<file path="config.mk">
export PLATFORM = sky130hd
export DESIGN_NAME = pool_1d_max_avg_unit
export DESIGN_NICKNAME = d
export VERILOG_FILES = /design/src/hw/rtl/pl1d_pkg.sv /design/src/hw/rtl/pl1d_cell.sv /design/src/hw/rtl/pl1d_div.sv /design/src/hw/rtl/pool_1d_max_avg_unit.sv
export SDC_FILE = /design/constraint.sdc
export NUM_CORES = 1
export LEC_CHECK = 0
export BUFFER_PORTS_ARGS = -buffer_cell sky130_fd_sc_hd__buf_2
export CORE_ASPECT_RATIO = 0.8
export CORE_UTILIZATION = 64
export DETAILED_ROUTE_END_ITERATION = 10
export HOLD_SLACK_MARGIN = 0.03
export PLACE_DENSITY = 0.81
export SLEW_MARGIN = 15
export SYNTH_ARGS = -nofsm -noshare
export SYNTH_HDL_FRONTEND = slang
export SYNTH_SLANG_ARGS = --single-unit
</file>
<file path="constraint.sdc">
create_clock -name i_clk -period 12.3 [get_ports i_clk]
set_input_delay 1.23 -clock i_clk [delete_from_list [all_inputs] [get_ports i_clk]]
set_output_delay 1.23 -clock i_clk [all_outputs]
set_load 0.02 [all_outputs]
</file>
<file path="src/hw/rtl/pl1d_pkg.sv">
// Shared constants for the 1-D max/average pooling unit.
// Holds register index codes, defaults and limits; no dependencies.
package pl1d_pkg;

    localparam int MAX_KERNEL_DEF  = 16;
    localparam int SAMPLE_BITS_DEF = 16;

    // results per input beat at most
    localparam int RESULT_CAP = 16;

    // geometry arithmetic width (signed)
    localparam int GEO_W = 24;

    localparam int CFG_IDX_W = 3;
    localparam int CFG_DAT_W = 16;

    localparam logic [CFG_IDX_W-1:0] CFG_MODE   = 3'd0;
    localparam logic [CFG_IDX_W-1:0] CFG_KERNEL = 3'd1;
    localparam logic [CFG_IDX_W-1:0] CFG_STRIDE = 3'd2;
    localparam logic [CFG_IDX_W-1:0] CFG_PAD    = 3'd3;
    localparam logic [CFG_IDX_W-1:0] CFG_INLEN  = 3'd4;
    localparam logic [CFG_IDX_W-1:0] CFG_OUTLEN = 3'd5;

    localparam logic MODE_MAX = 1'b0;
    localparam logic MODE_AVG = 1'b1;

endpackage

</file>
<file path="src/hw/rtl/pl1d_cell.sv">
// One cell of the sample ring: holds one stored sample.
// Takes a new sample on write, or its neighbor's value on rotate.
module pl1d_cell #(
    parameter int SB = 16
) (
    input  logic          i_clk,
    input  logic          i_shift,
    input  logic          i_wr,
    input  logic [SB-1:0] i_nbr,
    input  logic [SB-1:0] i_din,
    output logic [SB-1:0] o_q
);
    logic [SB-1:0] r_q;

    // load on write, else take neighbor on rotate
    always_ff @(posedge i_clk) begin
        if (i_wr) begin
            r_q <= i_din;
        end else if (i_shift) begin
            r_q <= i_nbr;
        end
    end

    assign o_q = r_q;
endmodule

</file>
<file path="src/hw/rtl/pl1d_div.sv">
// Iterative restoring divider, one quotient bit per cycle.
// Used for the average quotient; no dependencies.
module pl1d_div #(
    parameter int DW = 24,
    parameter int VW = 5
) (
    input  logic          i_clk,
    input  logic          i_rst_n,
    input  logic          i_start,
    input  logic [DW-1:0] i_dvd,
    input  logic [VW-1:0] i_dvs,
    output logic          o_done,
    output logic [DW-1:0] o_quo
);
    localparam int CW = $clog2(DW + 1);

    logic          r_busy;
    logic          r_done;
    logic [CW-1:0] r_cnt;
    logic [DW-1:0] r_quo;
    logic [VW-1:0] r_rem;
    logic [VW-1:0] r_dvs;
    logic [VW:0]   w_t;
    logic          w_ge;

    assign w_t  = {r_rem, r_quo[DW-1]};
    assign w_ge = w_t >= {1'b0, r_dvs};

    // control
    always_ff @(posedge i_clk) begin
        if (!i_rst_n) begin
            r_busy <= 1'b0;
            r_done <= 1'b0;
            r_cnt  <= '0;
        end else begin
            r_done <= 1'b0;
            if (i_start) begin
                r_busy <= 1'b1;
                r_cnt  <= CW'(DW);
            end else if (r_busy) begin
                r_cnt <= r_cnt - 1'b1;
                if (r_cnt == CW'(1)) begin
                    r_busy <= 1'b0;
                    r_done <= 1'b1;
                end
            end
        end
    end

    // shift-subtract step
    always_ff @(posedge i_clk) begin
        if (i_start) begin
            r_quo <= i_dvd;
            r_rem <= '0;
            r_dvs <= i_dvs;
        end else if (r_busy) begin
            r_quo <= {r_quo[DW-2:0], w_ge};
            r_rem <= w_ge ? VW'(w_t - {1'b0, r_dvs}) : w_t[VW-1:0];
        end
    end

    assign o_done = r_done;
    assign o_quo  = r_quo;
endmodule

</file>
<file path="src/hw/rtl/pool_1d_max_avg_unit.sv">
// 1-D max/average pooling over a sample stream; ring of sample cells plus one divider.
// Per input beat the sequencer works out each window's geometry and start slot, rotates the whole
// ring past the head cell to scan the window, and in average mode runs the divider for the quotient.
// One beat is taken at a time; a finished result waits in the output register.
// Reset (synchronous, active low) restores register defaults and clears row
// position and window count; stored samples are not cleared.
module pool_1d_max_avg_unit #(
    parameter int MAX_KERNEL  = pl1d_pkg::MAX_KERNEL_DEF,
    parameter int SAMPLE_BITS = pl1d_pkg::SAMPLE_BITS_DEF
) (
    input  logic                           i_clk,
    input  logic                           i_rst_n,
    // config write channel
    input  logic                           i_cfg_valid,
    output logic                           o_cfg_ready,
    input  logic [pl1d_pkg::CFG_IDX_W-1:0] i_cfg_index,
    input  logic [pl1d_pkg::CFG_DAT_W-1:0] i_cfg_data,
    // sample stream
    input  logic                           i_s_axis_tvalid,
    output logic                           o_s_axis_tready,
    input  logic [SAMPLE_BITS-1:0]         i_s_axis_tdata,  // [SB-1:0] sample
    // result stream
    output logic                           o_m_axis_tvalid,
    input  logic                           i_m_axis_tready,
    output logic [SAMPLE_BITS+15:0]        o_m_axis_tdata,  // {window_index, pooled}
    output logic                           o_m_axis_tlast   // row_done
);
    import pl1d_pkg::*;

    localparam int SB   = SAMPLE_BITS;
    localparam int MK   = MAX_KERNEL;
    localparam int KW   = $clog2(MK + 1);
    localparam int SLW  = $clog2(MK);
    localparam int SUMW = SB + KW;
    localparam int DVW  = (SUMW > GEO_W) ? SUMW : GEO_W;
    localparam int NW   = $clog2(RESULT_CAP + 1);

    // window start width and its reciprocal for the slot of a start position
    localparam int LOW = 21;
    localparam int RCW = LOW + 1;
    localparam logic [RCW-1:0] LO_RCP =
        RCW'(((64'd1 << (LOW + SLW)) + 64'(MK) - 64'd1) / 64'(MK));

    localparam logic [2:0] S_IDLE = 3'd0;
    localparam logic [2:0] S_GEOA = 3'd1;
    localparam logic [2:0] S_GEOB = 3'd2;
    localparam logic [2:0] S_MODK = 3'd3;
    localparam logic [2:0] S_SCAN = 3'd4;
    localparam logic [2:0] S_DIVQ = 3'd5;
    localparam logic [2:0] S_EMIT = 3'd6;
    localparam logic [2:0] S_FIN  = 3'd7;

    // configuration registers
    logic        r_mode;
    logic [4:0]  r_ksz, r_strd;
    logic [3:0]  r_padc;
    logic [15:0] r_inlen, r_outlen;

    // per-beat settings and row state
    logic [2:0]    r_st;
    logic          r_md, r_last;
    logic [KW-1:0] r_k;
    logic [4:0]    r_s;
    logic [3:0]    r_pd;
    logic [15:0]   r_len, r_olen, r_pos, r_nw;
    logic [SLW-1:0] r_wslot, r_rot, r_loslot, r_sc;
    logic [NW-1:0] r_n;
    logic [20:0]   r_prod;
    logic signed [GEO_W-1:0] r_cnt_in;
    logic [KW-1:0] r_dvs;
    logic          r_dvok, r_neg;
    logic signed [SUMW-1:0] r_acc;
    logic [SB-1:0] r_res;

    // output register
    logic          r_ov, r_olast;
    logic [SB-1:0] r_opool;
    logic [15:0]   r_oidx;

    // effective settings
    logic [7:0]    w_k8, w_kc;
    logic [KW-1:0] w_k;
    logic [3:0]    w_pd;
    logic [15:0]   w_len;
    logic          w_in_acc, w_cfg_acc;

    assign w_in_acc  = i_s_axis_tvalid && o_s_axis_tready;
    assign w_cfg_acc = i_cfg_valid && o_cfg_ready;
    assign w_k8 = (r_ksz == 5'd0) ? 8'd1 : {3'b0, r_ksz};
    assign w_kc = (w_k8 > 8'(MK)) ? 8'(MK) : w_k8;
    assign w_k  = w_kc[KW-1:0];
    assign w_pd = ({4'b0, r_padc} < (w_kc - 8'd1)) ? r_padc : 4'((w_kc - 8'd1));
    assign w_len = (r_inlen == 16'd0) ? 16'd1 : r_inlen;

    // window geometry
    logic signed [GEO_W-1:0] w_st, w_en_c, w_en, w_lo, w_dv, w_kx, w_pdx, w_lenx;
    logic w_brk, w_cut;
    assign w_kx   = GEO_W'(r_k);
    assign w_pdx  = GEO_W'(r_pd);
    assign w_lenx = GEO_W'(r_len);
    assign w_st   = GEO_W'(r_prod) - w_pdx;
    assign w_en_c = w_st + w_kx;
    assign w_en   = (w_en_c < w_lenx) ? w_en_c : w_lenx;
    assign w_lo   = (w_st > 0) ? w_st : '0;
    assign w_brk  = !r_last && ((w_en - 1) > GEO_W'(r_pos));
    assign w_cut  = (r_nw == r_olen - 16'd1) && ((w_en + w_pdx) < (w_st + w_kx));
    assign w_dv   = w_cut ? (w_pdx + w_en - w_st) : w_kx;

    // slot of the window start: quotient by reciprocal, then remainder
    logic [LOW-1:0]     r_lo, r_lq, w_lrem;
    logic [LOW+RCW-1:0] w_lprod;
    logic               r_mph;
    assign w_lprod = (LOW+RCW)'(r_lo) * (LOW+RCW)'(LO_RCP);
    assign w_lrem  = r_lo - LOW'(r_lq * LOW'(MK));

    // sample ring
    logic [SB-1:0]  w_q [MK];
    logic [SLW-1:0] w_widx;
    logic           w_shift;
    assign w_widx  = (r_wslot >= r_rot) ? SLW'(r_wslot - r_rot)
                                        : SLW'(r_wslot + SLW'(MK) - r_rot);
    assign w_shift = (r_st == S_SCAN);

    for (genvar j = 0; j < MK; j++) begin : g_cell
        pl1d_cell #(.SB(SB)) u_cell (
            .i_clk  (i_clk),
            .i_shift(w_shift),
            .i_wr   (w_in_acc && (w_widx == SLW'(j))),
            .i_nbr  (w_q[(j + 1) % MK]),
            .i_din  (i_s_axis_tdata),
            .o_q    (w_q[j])
        );
    end

    // scan step: head cell holds slot r_rot
    logic [SLW:0]            w_d;
    logic signed [GEO_W-1:0] w_dx;
    logic                    w_inwin;
    logic signed [SUMW-1:0]  w_head, n_acc;
    logic [SUMW-1:0]         w_mag;
    assign w_d = (r_rot >= r_loslot) ? (SLW+1)'(r_rot - r_loslot)
                                     : (SLW+1)'({1'b0, r_rot} + (SLW+1)'(MK) - {1'b0, r_loslot});
    assign w_dx    = GEO_W'(w_d);
    assign w_inwin = w_dx < r_cnt_in;
    assign w_head  = {{(SUMW-SB){w_q[0][SB-1]}}, w_q[0]};

    always_comb begin
        n_acc = r_acc;
        if (w_inwin) begin
            if (r_md == MODE_AVG) begin
                n_acc = r_acc + w_head;
            end else if (w_head > r_acc) begin
                n_acc = w_head;
            end
        end
    end
    assign w_mag = n_acc[SUMW-1] ? SUMW'(-n_acc) : SUMW'(n_acc);

    // average divider
    logic           w_dstart, w_ddone;
    logic [DVW-1:0] w_dvd, w_quo;
    logic           w_scan_end;
    assign w_scan_end = (r_st == S_SCAN) && (r_sc == SLW'(MK - 1));
    assign w_dstart = w_scan_end && (r_md == MODE_AVG) && r_dvok;
    assign w_dvd    = DVW'(w_mag);

    pl1d_div #(.DW(DVW), .VW(KW)) u_div (
        .i_clk  (i_clk),
        .i_rst_n(i_rst_n),
        .i_start(w_dstart),
        .i_dvd  (w_dvd),
        .i_dvs  (r_dvs),
        .o_done (w_ddone),
        .o_quo  (w_quo)
    );

    logic w_emit;
    assign w_emit = (r_st == S_EMIT) && (!r_ov || i_m_axis_tready);

    // configuration writes
    always_ff @(posedge i_clk) begin
        if (!i_rst_n) begin
            r_mode   <= MODE_MAX;
            r_ksz    <= 5'd2;
            r_strd   <= 5'd2;
            r_padc   <= 4'd0;
            r_inlen  <= 16'd16;
            r_outlen <= 16'd8;
        end else if (w_cfg_acc) begin
            unique case (i_cfg_index)
                CFG_MODE:   r_mode   <= i_cfg_data[0];
                CFG_KERNEL: r_ksz    <= i_cfg_data[4:0];
                CFG_STRIDE: r_strd   <= i_cfg_data[4:0];
                CFG_PAD:    r_padc   <= i_cfg_data[3:0];
                CFG_INLEN:  r_inlen  <= i_cfg_data;
                CFG_OUTLEN: r_outlen <= i_cfg_data;
                default: ;
            endcase
        end
    end

    // sequencer and row control
    always_ff @(posedge i_clk) begin
        if (!i_rst_n) begin
            r_st    <= S_IDLE;
            r_pos   <= '0;
            r_nw    <= '0;
            r_wslot <= '0;
            r_rot   <= '0;
            r_n     <= '0;
        end else begin
            unique case (r_st)
                S_IDLE: begin
                    if (w_in_acc) begin
                        r_n  <= '0;
                        r_st <= S_GEOA;
                    end
                end
                S_GEOA: begin
                    r_st <= ((r_nw < r_olen) && (r_n < NW'(RESULT_CAP))) ? S_GEOB : S_FIN;
                end
                S_GEOB: begin
                    r_st <= w_brk ? S_FIN : S_MODK;
                end
                S_MODK: begin
                    if (r_mph) begin
                        r_sc <= '0;
                        r_st <= S_SCAN;
                    end
                end
                S_SCAN: begin
                    r_rot <= (r_rot == SLW'(MK - 1)) ? '0 : r_rot + 1'b1;
                    r_sc  <= r_sc + 1'b1;
                    if (w_scan_end) begin
                        r_st <= ((r_md == MODE_AVG) && r_dvok) ? S_DIVQ : S_EMIT;
                    end
                end
                S_DIVQ: begin
                    if (w_ddone) begin
                        r_st <= S_EMIT;
                    end
                end
                S_EMIT: begin
                    if (w_emit) begin
                        r_nw <= r_nw + 1'b1;
                        r_n  <= r_n + 1'b1;
                        r_st <= S_GEOA;
                    end
                end
                S_FIN: begin
                    if (r_last) begin
                        r_pos   <= '0;
                        r_nw    <= '0;
                        r_wslot <= '0;
                    end else begin
                        r_pos   <= r_pos + 1'b1;
                        r_wslot <= (r_wslot == SLW'(MK - 1)) ? '0 : r_wslot + 1'b1;
                    end
                    r_st <= S_IDLE;
                end
                default: r_st <= S_IDLE;
            endcase
        end
    end

    // datapath registers
    always_ff @(posedge i_clk) begin
        if (w_in_acc) begin
            r_md   <= r_mode;
            r_k    <= w_k;
            r_s    <= (r_strd == 5'd0) ? 5'd1 : r_strd;
            r_pd   <= w_pd;
            r_len  <= w_len;
            r_olen <= r_outlen;
            r_last <= (17'(r_pos) + 17'd1) >= 17'(w_len);
        end
        if (r_st == S_GEOA) begin
            r_prod <= 21'(r_nw) * 21'(r_s);
        end
        if (r_st == S_GEOB) begin
            r_cnt_in <= w_en - w_lo;
            r_dvs    <= KW'(w_dv);
            r_dvok   <= w_dv > 0;
            r_lo     <= LOW'(w_lo);
            r_mph    <= 1'b0;
        end
        if (r_st == S_MODK) begin
            r_mph <= 1'b1;
            if (!r_mph) begin
                r_lq <= LOW'(w_lprod >> (LOW + SLW));
            end else begin
                r_loslot <= SLW'(w_lrem);
                r_acc    <= (r_md == MODE_AVG) ? '0 : -(SUMW'(1) << (SB - 1));
            end
        end
        if (r_st == S_SCAN) begin
            r_acc <= n_acc;
            if (w_scan_end) begin
                r_neg <= n_acc[SUMW-1];
                r_res <= (r_md == MODE_AVG) ? '0 : n_acc[SB-1:0];
            end
        end
        if ((r_st == S_DIVQ) && w_ddone) begin
            r_res <= r_neg ? SB'(-w_quo[SB-1:0]) : w_quo[SB-1:0];
        end
    end

    // output register
    always_ff @(posedge i_clk) begin
        if (!i_rst_n) begin
            r_ov <= 1'b0;
        end else if (w_emit) begin
            r_ov <= 1'b1;
        end else if (i_m_axis_tready) begin
            r_ov <= 1'b0;
        end
    end

    always_ff @(posedge i_clk) begin
        if (w_emit) begin
            r_opool <= r_res;
            r_oidx  <= r_nw;
            r_olast <= (r_nw == r_olen - 16'd1)
                    || (r_last && (r_n == NW'(RESULT_CAP - 1)));
        end
    end

    assign o_cfg_ready     = 1'b1;
    assign o_s_axis_tready = (r_st == S_IDLE);
    assign o_m_axis_tvalid = r_ov;
    assign o_m_axis_tdata  = {r_oidx, r_opool};
    assign o_m_axis_tlast  = r_olast;
endmodule

</file>
* After elaboration in Yosys (flattened, before gate mapping)
Cells that the tools add are included.
W data, S select, Z words.
** Operators by class
- Reductions and logical operators :: 77
- Mux-type cells :: 85
- $lt $le $gt $ge :: 14
- $mul :: 1
- Eq/ne operators :: 39
- $add $sub $neg :: 25
- Bitwise operators :: 2
** Operators with widths (count)
- $mux W16 :: 41
- $mux W21 :: 10
- $mux W24 :: 3
- $reduce_bool A2 Y1 :: 24
- $eq A4 B4 Y1 const B :: 11
- $mux W5 :: 8
- $add A16 B1 Y16 const B :: 2
- $gt A32 B16 Y1 :: 1
- $pmux W16 S2 :: 1
- $logic_and A1 B1 Y1 :: 27
- $sub A24 B1 Y25 const B :: 1
- $add A5 B24 Y24 :: 1
- $gt A24 B1 Y1 const B :: 1
- $lt A24 B23 Y1 :: 1
- $lt A6 B24 Y1 :: 1
- $pmux W3 S8 :: 1
- $sub A24 B22 Y24 :: 1
- $sub A24 B24 Y24 :: 1
- $add A22 B6 Y23 :: 1
- $lt A23 B17 Y1 :: 1
- $gt A22 B1 Y1 const B :: 1
- $sub A21 B4 Y22 :: 1
- $add A21 B16 Y21 :: 1
- $gt A16 B21 Y1 :: 1
- other kinds (51) :: 101
** Storage, ports and cells
- Input port bits :: 40
- Flip-flop bits (word level) :: 576
- Output and inout bits :: 36
- Word-level logic and storage cells :: 301

* Depth between registers and ports, before layout
Gate-level depths: netlist (run 1).
- Depth in word-level cells :: 9
- Gate-level depth with buffers :: 53
- Depth with buffers taken out :: 48

* Cells and area by module
From an unflattened synthesis (run 1), not the netlist that was laid out.
** Unflattened totals
- Cells, all modules :: 3323
- Area total of the unflattened synthesis :: 36851.6 µm²
** Modules (own cells, without submodules)
- pool_1d_max_avg_unit :: area each 23227.3 µm², times used 1, cells each 2620
- pl1d_cell :: area each 732.0 µm², times used 16, cells each 35
- pl1d_div :: area each 1913.1 µm², times used 1, cells each 143

* Worst setup path before layout (run 1)
Ideal clock, no wire load.
- Path kind :: register -> register
- Start point :: register r_pd[0]
- End point :: register r_dvok, data pin
- Period minus slack after synthesis :: 10410 ps
- Arrival time :: 10149 ps
- Setup slack :: 1890 ps
- Cell stages (with the launch flop) :: 50
- Data required time :: 12040 ps
- Setup time :: 260 ps
- Cells stage by stage :: edfxtp_1 ha_1 fa_1 nor2b_1 o21a_1 buf_2 nor2_1 xor2_1 ha_1 nand3_1 o2111ai_1 nand2_1 a2111oi_2 xnor2_1 ha_1 a21o_1 a21o_1 a21oi_1 (+14 left out) nand3_2 nor4_2 and4_1 buf_4 nand4_1 or4_1 xnor2_1 ha_1 o221ai_1 nor4_1 nand4_1 nor4_1 o2111ai_1 nor4_1 o311ai_0 a2111oi_0 a41oi_1 mux2_4
** Between the ends
- Cells in the longest elaborated chain, start to end :: 9
** Ends and longest elaborated chain
- from (decl) :: line pool_1d_max_avg_unit.sv:64 : logic [3:0] r_pd;
- from (signal assigned) :: line pool_1d_max_avg_unit.sv:272 : r_pd <= w_pd;
- $sub A21 B4 Y22 :: line pool_1d_max_avg_unit.sv:101 : assign w_st = GEO_W'(r_prod) - w_pdx;
- $add A22 B6 Y23 :: line pool_1d_max_avg_unit.sv:102, pool_1d_max_avg_unit.sv:106
- $lt A23 B17 Y1 :: line pool_1d_max_avg_unit.sv:103 : assign w_en = (w_en_c < w_lenx) ? w_en_c : w_lenx;
- $mux W24 :: line pool_1d_max_avg_unit.sv:103
- $add A5 B24 Y24 :: line pool_1d_max_avg_unit.sv:106, pool_1d_max_avg_unit.sv:107
- $lt A24 B23 Y1 :: line pool_1d_max_avg_unit.sv:106 : assign w_cut = (r_nw == r_olen - 16'd1) && ((w_en + w_pdx) < (w_st + w_kx));
- $logic_and A1 B1 Y1 :: line pool_1d_max_avg_unit.sv:106
- $mux W24 * :: line pool_1d_max_avg_unit.sv:107 : assign w_dv = w_cut ? (w_pdx + w_en - w_st) : w_kx;
- $gt A24 B1 Y1 * :: line pool_1d_max_avg_unit.sv:283 : r_dvok <= w_dv > 0;
- to (signal assigned) :: line pool_1d_max_avg_unit.sv:283
- to (decl) :: line pool_1d_max_avg_unit.sv:71 : logic r_dvok, r_neg;
Every way passes the cells marked *; elsewhere a longest branch is shown, timed or not.
A chain may end at the register's enable or synchronous reset.

* Worst setup path in the final report (run 1)
Ends and elaborated chain as after synthesis.

==> impl_results.md, run 1 <==
- Status: finished clean
- Total grt overflow: 0
- Clock Skew: 45.6 ps
- Post-Syn Area: 36200 um^2
- DR pass1 iterations: 8
- Critical path type: flip-flop to flip-flop
- Met1 Use GR: 0.449
- Core Util, Final: 0.704
- VDD IR max: 0.000126 V
- Slowest Stage Delay on Critical Path: 490 ps
- Top delay family on crit path: simple AND/OR/NAND/NOR gates
- CP endpoint kind: flip-flop
- Slew HR: 0.185
- Critical path's most frequent cell: ha_1
- CP Data Required Time: 12700 ps
- DIE AREA: 57500 um^2
- Compound-Gate Fraction of Synth Area: 0.118
- # setup viols final: 0
- Synth Area in Simple Gates: 0.136
- Pleak: 15.0 nW
- RSZ-0062 raised after global routing: false
- Post-route ant nets: 0
- Mapped Avg Cell Area: 10.7 um^2
- Clk root buf: clkbuf_16
- TritonCTS Buffers: 55
- Nets@finish: 3755
- Starting density of the core: 0.651
- FMAX: 87.5 MHz
- Final hold vios: 0
- Pwr dens: 136 nW/um^2
- Netlist cell types: 105
- Mux share of post-synthesis cell area: 0.0917
- H-tree levels: 2
- Clock Latency Late Sink: 650 ps
- Most frequent cells in the layout: 464 x edfxtp_1, 284 x nand2_1, 259 x mux2_2, 251 x inv_1, 245 x ha_1
- EDFF count, synth: 464
- CTS tree: yes
- Sequential share of the synthesized area: 0.447
- Async set-reset flop share out of synthesis: 0
- Port buffer count: 74
- Hold Crit Class: flip-flop to flip-flop
- Critical path peak fanout: 10
- Clock buffer depth: 3
- Combinational family with the most area after synthesis: simple AND/OR/NAND/NOR gates
- Synth Area in Adders: 0.113
- I/O pins: 76
- Worst-Margin Slew: 1220 ps
- Detailed Route Iter0 Violations: 2627
- Post-synthesis xor/xnor area fraction: 0.0510
- Seq cells post-synth: 576
- Dpl hpwl: 68200 um
- Post-CTS sizing: 0
- CTS clk-pin slew, worst paths: 60 ps
- Grt met2 use: 0.534
- CTS Sinks: 576
- GRT Total Usage: 0.328
- Via count: 26600
- First-pass GRT wire length: 148000 um
- Final Wtd Congestion: 0.951
- Crit path time final: 11440 ps
- Max-cap violations: 0
- CP startpoint kind: flip-flop
- Fin. max-slew vios: 0
- Final WL: 94000 um
- Post-CTS Hold Fix Bufs: 0
- CP max stage cell: or4_1
- Setup repair bufs after CTS: 0
- Vias per inst: 6.32
- CORE AREA: 55600 um^2
- Largest net degree at the start of global routing: 89
- Share of cells above drive strength 1: 0.151
- Gr busiest metal: met2
- CP bufs+invs: 1
- Top_reg_cell synth: edfxtp_1
- Yosys warns: 0
- Total Negative Setup Slacks: 0 ps
- Grt met3 use: 0.0498
- Die Ht: 215 um
- Drt drc: 0
- Row Count: 77
- Post-DR wirelength/cell: 22.3 um
- CP arrival: 11840 ps
- Initial antenna violation count: 0
- Commonest non-fill, non-tap cell in the layout: edfxtp_1
- DIE WIDTH: 268 um
- Worst Hold Margin: 419 ps
- Antenna cells: 0
- Synth Instances: 3393
- Syn-to-layout area delta: 8.13%
- Tcrit/Tclk final: 0.930
- Vias in the first global route: 26500
-- layer usage --
| metal | routed length, um | vias up |
|---|---|---|
| met1 | 40000 | 13000 |
| met4 | 3060 | 0 |
| met3 | 6780 | 186 |
| met5 | 0 | - |
| li1 | - | 12300 |
| met2 | 44100 | 1100 |
-- final cells by class --
type	count	area, um^2
multi-input combinational	2414	18500
sequential	576	16200
tap	750	938
timing repair buffer	116	687
inverter	256	961
fill	3950	16400
clock buffer	75	1510
clock inverter	25	325
-- metrics by stage --
step                std cells  instance area, um^2  power, mW  worst slack, ps
floorplan                3395                36200       3.20             1890
global placement         4110                37200       3.57              580
detailed placement       4110                37200       3.60              192
CTS                      4210                39100       5.33              161
global route             4212                39100       5.56             58.9
finish                   4212                39100       5.34              865
-- cell families after synthesis --
kind of cell	count (synthesis)
fa+ha+maj	297
compound gates	621
mux	296
flops	576
buf+inv	405
other cells	1
xor+xnor	210
simple gates	987
-- power breakdown --
| part | switching, mW | total (mW) | internal [mW] |
|---|---|---|---|
| Combinational | 0.841 | 1.33 | 0.491 |
| Sequential | 0.0719 | 2.27 | 2.20 |
| Clock | 0.762 | 1.74 | 0.974 |
| Total | 1.67 | 5.34 | 3.66 |
-- path summary, 6_finish.rpt --
kind | from | endpoint | slack, ps | depth (start not counted)
min reg2reg | r_res[2] | r_opool[2] | 420 | 0
min | r_res[2] | r_opool[2] | 420 | 0
max | r_pd[0] | r_dvok | 860 | 44
max reg2reg | r_pd[0] | r_dvok | 860 | 44
-- worst register-to-register path: cells and delay by family (launching register included) --
kind            cells  cell delay (ps)
simple gates       17             3630
xor+xnor            3              520
compound gates     15             3580
fa+ha+maj           7             2640
mux                 1              290
buf+inv             1              110
flops               1              430
-- registers in the layout, summed over array words and instances, names as in the netlist, 5 cells and up --
signal             count
r_len                 16
r_n                    5
r_s                    5
r_olen                16
r_opool               16
r_k                    5
r_dvs                  5
r_res                 16
u_div.r_rem            5
r_cnt_in              24
g_cell.u_cell.o_q    256
r_acc                 21
r_oidx                16
u_div.o_quo           24
r_outlen              16
r_ksz                  5
u_div.r_cnt            5
u_div.r_dvs            5
r_prod                21
r_inlen               16
r_nw                  16
r_pos                 16
r_strd                 5
-- synth_stat cells, types with 30 or more instances --
cell type	count	area [um^2]
a21boi_0	43	323
a21o_1	39	293
a21oi_1	125	626
and2_1	71	444
clkbuf_1	130	488
dfxtp_1	112	2240
edfxtp_1	464	13900
fa_1	50	1000
ha_1	246	3080
inv_1	252	946
mux2_2	259	2920
mux2i_1	30	300
nand2_1	284	1070
nand2b_1	35	219
nand3_1	64	320
nand4_1	43	269
nor2_1	210	788
nor2b_1	64	400
nor3_1	74	370
o21a_1	33	248
o21ai_0	143	716
xnor2_1	132	1160
xor2_1	77	674
No activity file was read; power rests on OpenSTA's default activity.
==> run 2, diff against run 1 <==
- PLACE_DENSITY: 0.81 -> 0.88
- clock period: 12.3 -> 12.7 ns (I/O delays scaled with it)
==> impl_results.md, run 2 (synthesized netlist as in run 1, its figures left out) <==
- Status: finished clean
- VDD IR max: 0.000143 V
- Hold wc startpoint: r_lo[1]
- Max layer used: met5
- Most frequent cells in the layout: 464 x edfxtp_1, 284 x nand2_1, 259 x mux2_2, 251 x inv_1, 246 x ha_1
- Syn-to-layout area delta: 8.35%
- Clk root buf: clkbuf_16
- Largest net degree at the start of global routing: 80
- Pleak: 15.0 nW
- Total grt overflow: 0
- WL met3: 12300 um
- Final Wtd Congestion: 1.01
- Slowest Stage Delay on Critical Path: 510 ps
- Tcrit/Tclk final: 0.931
- Post-place setup slack: 905 ps
- Crit path time final: 11820 ps
- I/O pins: 76
- DR pass1 iterations: 7
- Drt drc: 0
- Worst setup path endpoint: r_dvok
- Clock Skew: 45.3 ps
- Critical path peak fanout: 10
- Clock buffer depth: 3
- Final worst setup slack: 878 ps
- First-pass GRT wire length: 148000 um
- Final WL: 94700 um
- CP arrival: 12190 ps
- Met1 wire length: 39800 um
- Die Ht: 215 um
- Fin. max-slew vios: 0
- Nets@finish: 3759
- Port buffer count: 74
- Clock Latency Late Sink: 650 ps
- Max FFs per register: 256
- Worst-Margin Slew: 1240 ps
- TritonCTS Buffers: 56
- Crit path from: r_pd[0]
- RSZ-0062 raised after global routing: false
- Final hold vios: 0
- CTS Sinks: 576
- Pwr dens: 134 nW/um^2
- Post-DR wirelength/cell: 22.4 um
- Via count: 27100
- DIE WIDTH: 268 um
- Dpl hpwl: 66100 um
- Total Negative Setup Slacks: 0 ps
- Commonest non-fill, non-tap cell in the layout: edfxtp_1
- FMAX: 84.6 MHz
- CORE AREA: 55600 um^2
- Critical path's most frequent cell: ha_1
- Slew HR: 0.174
- Reg-to-Reg Start: r_pd[0]
- R2R Setup Slk: 880 ps
- CTS tree: yes
- Share of cells above drive strength 1: 0.155
- Worst Hold Margin: 413 ps
- Starting density of the core: 0.651
- Detailed Route Iter0 Violations: 3393
- FF-to-FF End: r_dvok
- Post-route ant nets: 0
- Vias per inst: 6.42
- Hold Crit Class: flip-flop to flip-flop
- Row Count: 77
- CP max stage cell: ha_1
- GRT Total Usage: 0.331
- Max-cap violations: 0
- Initial antenna violation count: 2
- CP endpoint kind: flip-flop
- # setup viols final: 0
- Critical path type: flip-flop to flip-flop
- Met2 WL post-DR: 39700 um
- CP startpoint kind: flip-flop
- Antenna cells: 0
- DIE AREA: 57500 um^2
- R2R cell count: 45
- CTS clk-pin slew, worst paths: 60 ps
- CP Data Required Time: 13070 ps
- Post-CTS Hold Fix Bufs: 0
- H-tree levels: 2
- Vias in the first global route: 26000
[run 2: changes by cell type in the layout (fill, tap and decap cells not counted), moves of 3 or more]
cell / previous run / this run
o21ai_1: 15 / 12
clkinvlp_4: 1 / 4
inv_6: 0 / 5
nor2_2: 8 / 4
clkbuf_1: 16 / 5
buf_4: 40 / 45
nor2_1: 203 / 207
clkinv_2: 6 / 13
[run 2: per-stage QoR]
step / std cells / total power, mW / util / instance area [um^2]
5_1_grt: 4220 / 5.45 / 0.706 / 39200
3_5_place_dp: 4115 / 3.46 / 0.671 / 37300
2_1_floorplan: 3395 / 3.10 / - / 36200
3_3_place_gp: 4115 / 3.43 / 0.671 / 37300
4_1_cts: 4220 / 5.21 / 0.705 / 39200
6_report: 4220 / 5.26 / 0.706 / 39200
[run 2: layout make-up]
| class | count | area (um^2) |
|---|---|---|
| multi-input combinational | 2414 | 18500 |
| fill | 3722 | 16400 |
| sequential | 576 | 16200 |
| clock buffer | 64 | 1500 |
| inverter | 256 | 961 |
| tap | 750 | 938 |
| timing repair buffer | 119 | 708 |
| clock inverter | 41 | 428 |
[run 2: critical path: cells and delay by family, from the launching register on]
kind	cells	cell delay, ps
AOI/OAI and AO/OA	16	3860
xor gates and xnor gates	4	710
adders and majority gates	7	2470
buffers and inverters	1	200
DFF	1	420
muxes	1	300
and+or+nand+nor	16	3580
[run 2: worst min path at each step]
stage	cells after the start	end
after floorplan	0	r_loslot[0]
after global placement	0	r_loslot[2]
after detailed placement	0	r_loslot[1]
after CTS	0	r_loslot[1]
after global routing	0	r_loslot[1]
final	0	r_loslot[1]
[run 2: report_power, final]
| group | internal (mW) | total [mW] | switching (mW) |
|---|---|---|---|
| logic | 0.474 | 1.29 | 0.819 |
| registers | 2.13 | 2.20 | 0.0697 |
| clock network | 0.980 | 1.77 | 0.787 |
[run 2: layer usage]
| layer | up-vias | global-route usage |
|---|---|---|
| li1 | 12300 | - |
| met1 | 13000 | 0.484 |
| met2 | 1627 | 0.475 |
| met3 | 206 | 0.0971 |
| met4 | 2 | 0.0964 |
| met5 | - | 0 |
[run 2: timing repair]
item	4_1_cts	5_1_grt
endpoints found under the setup margin	0	1
gates resized for setup	0	4
setup buffers	0	0
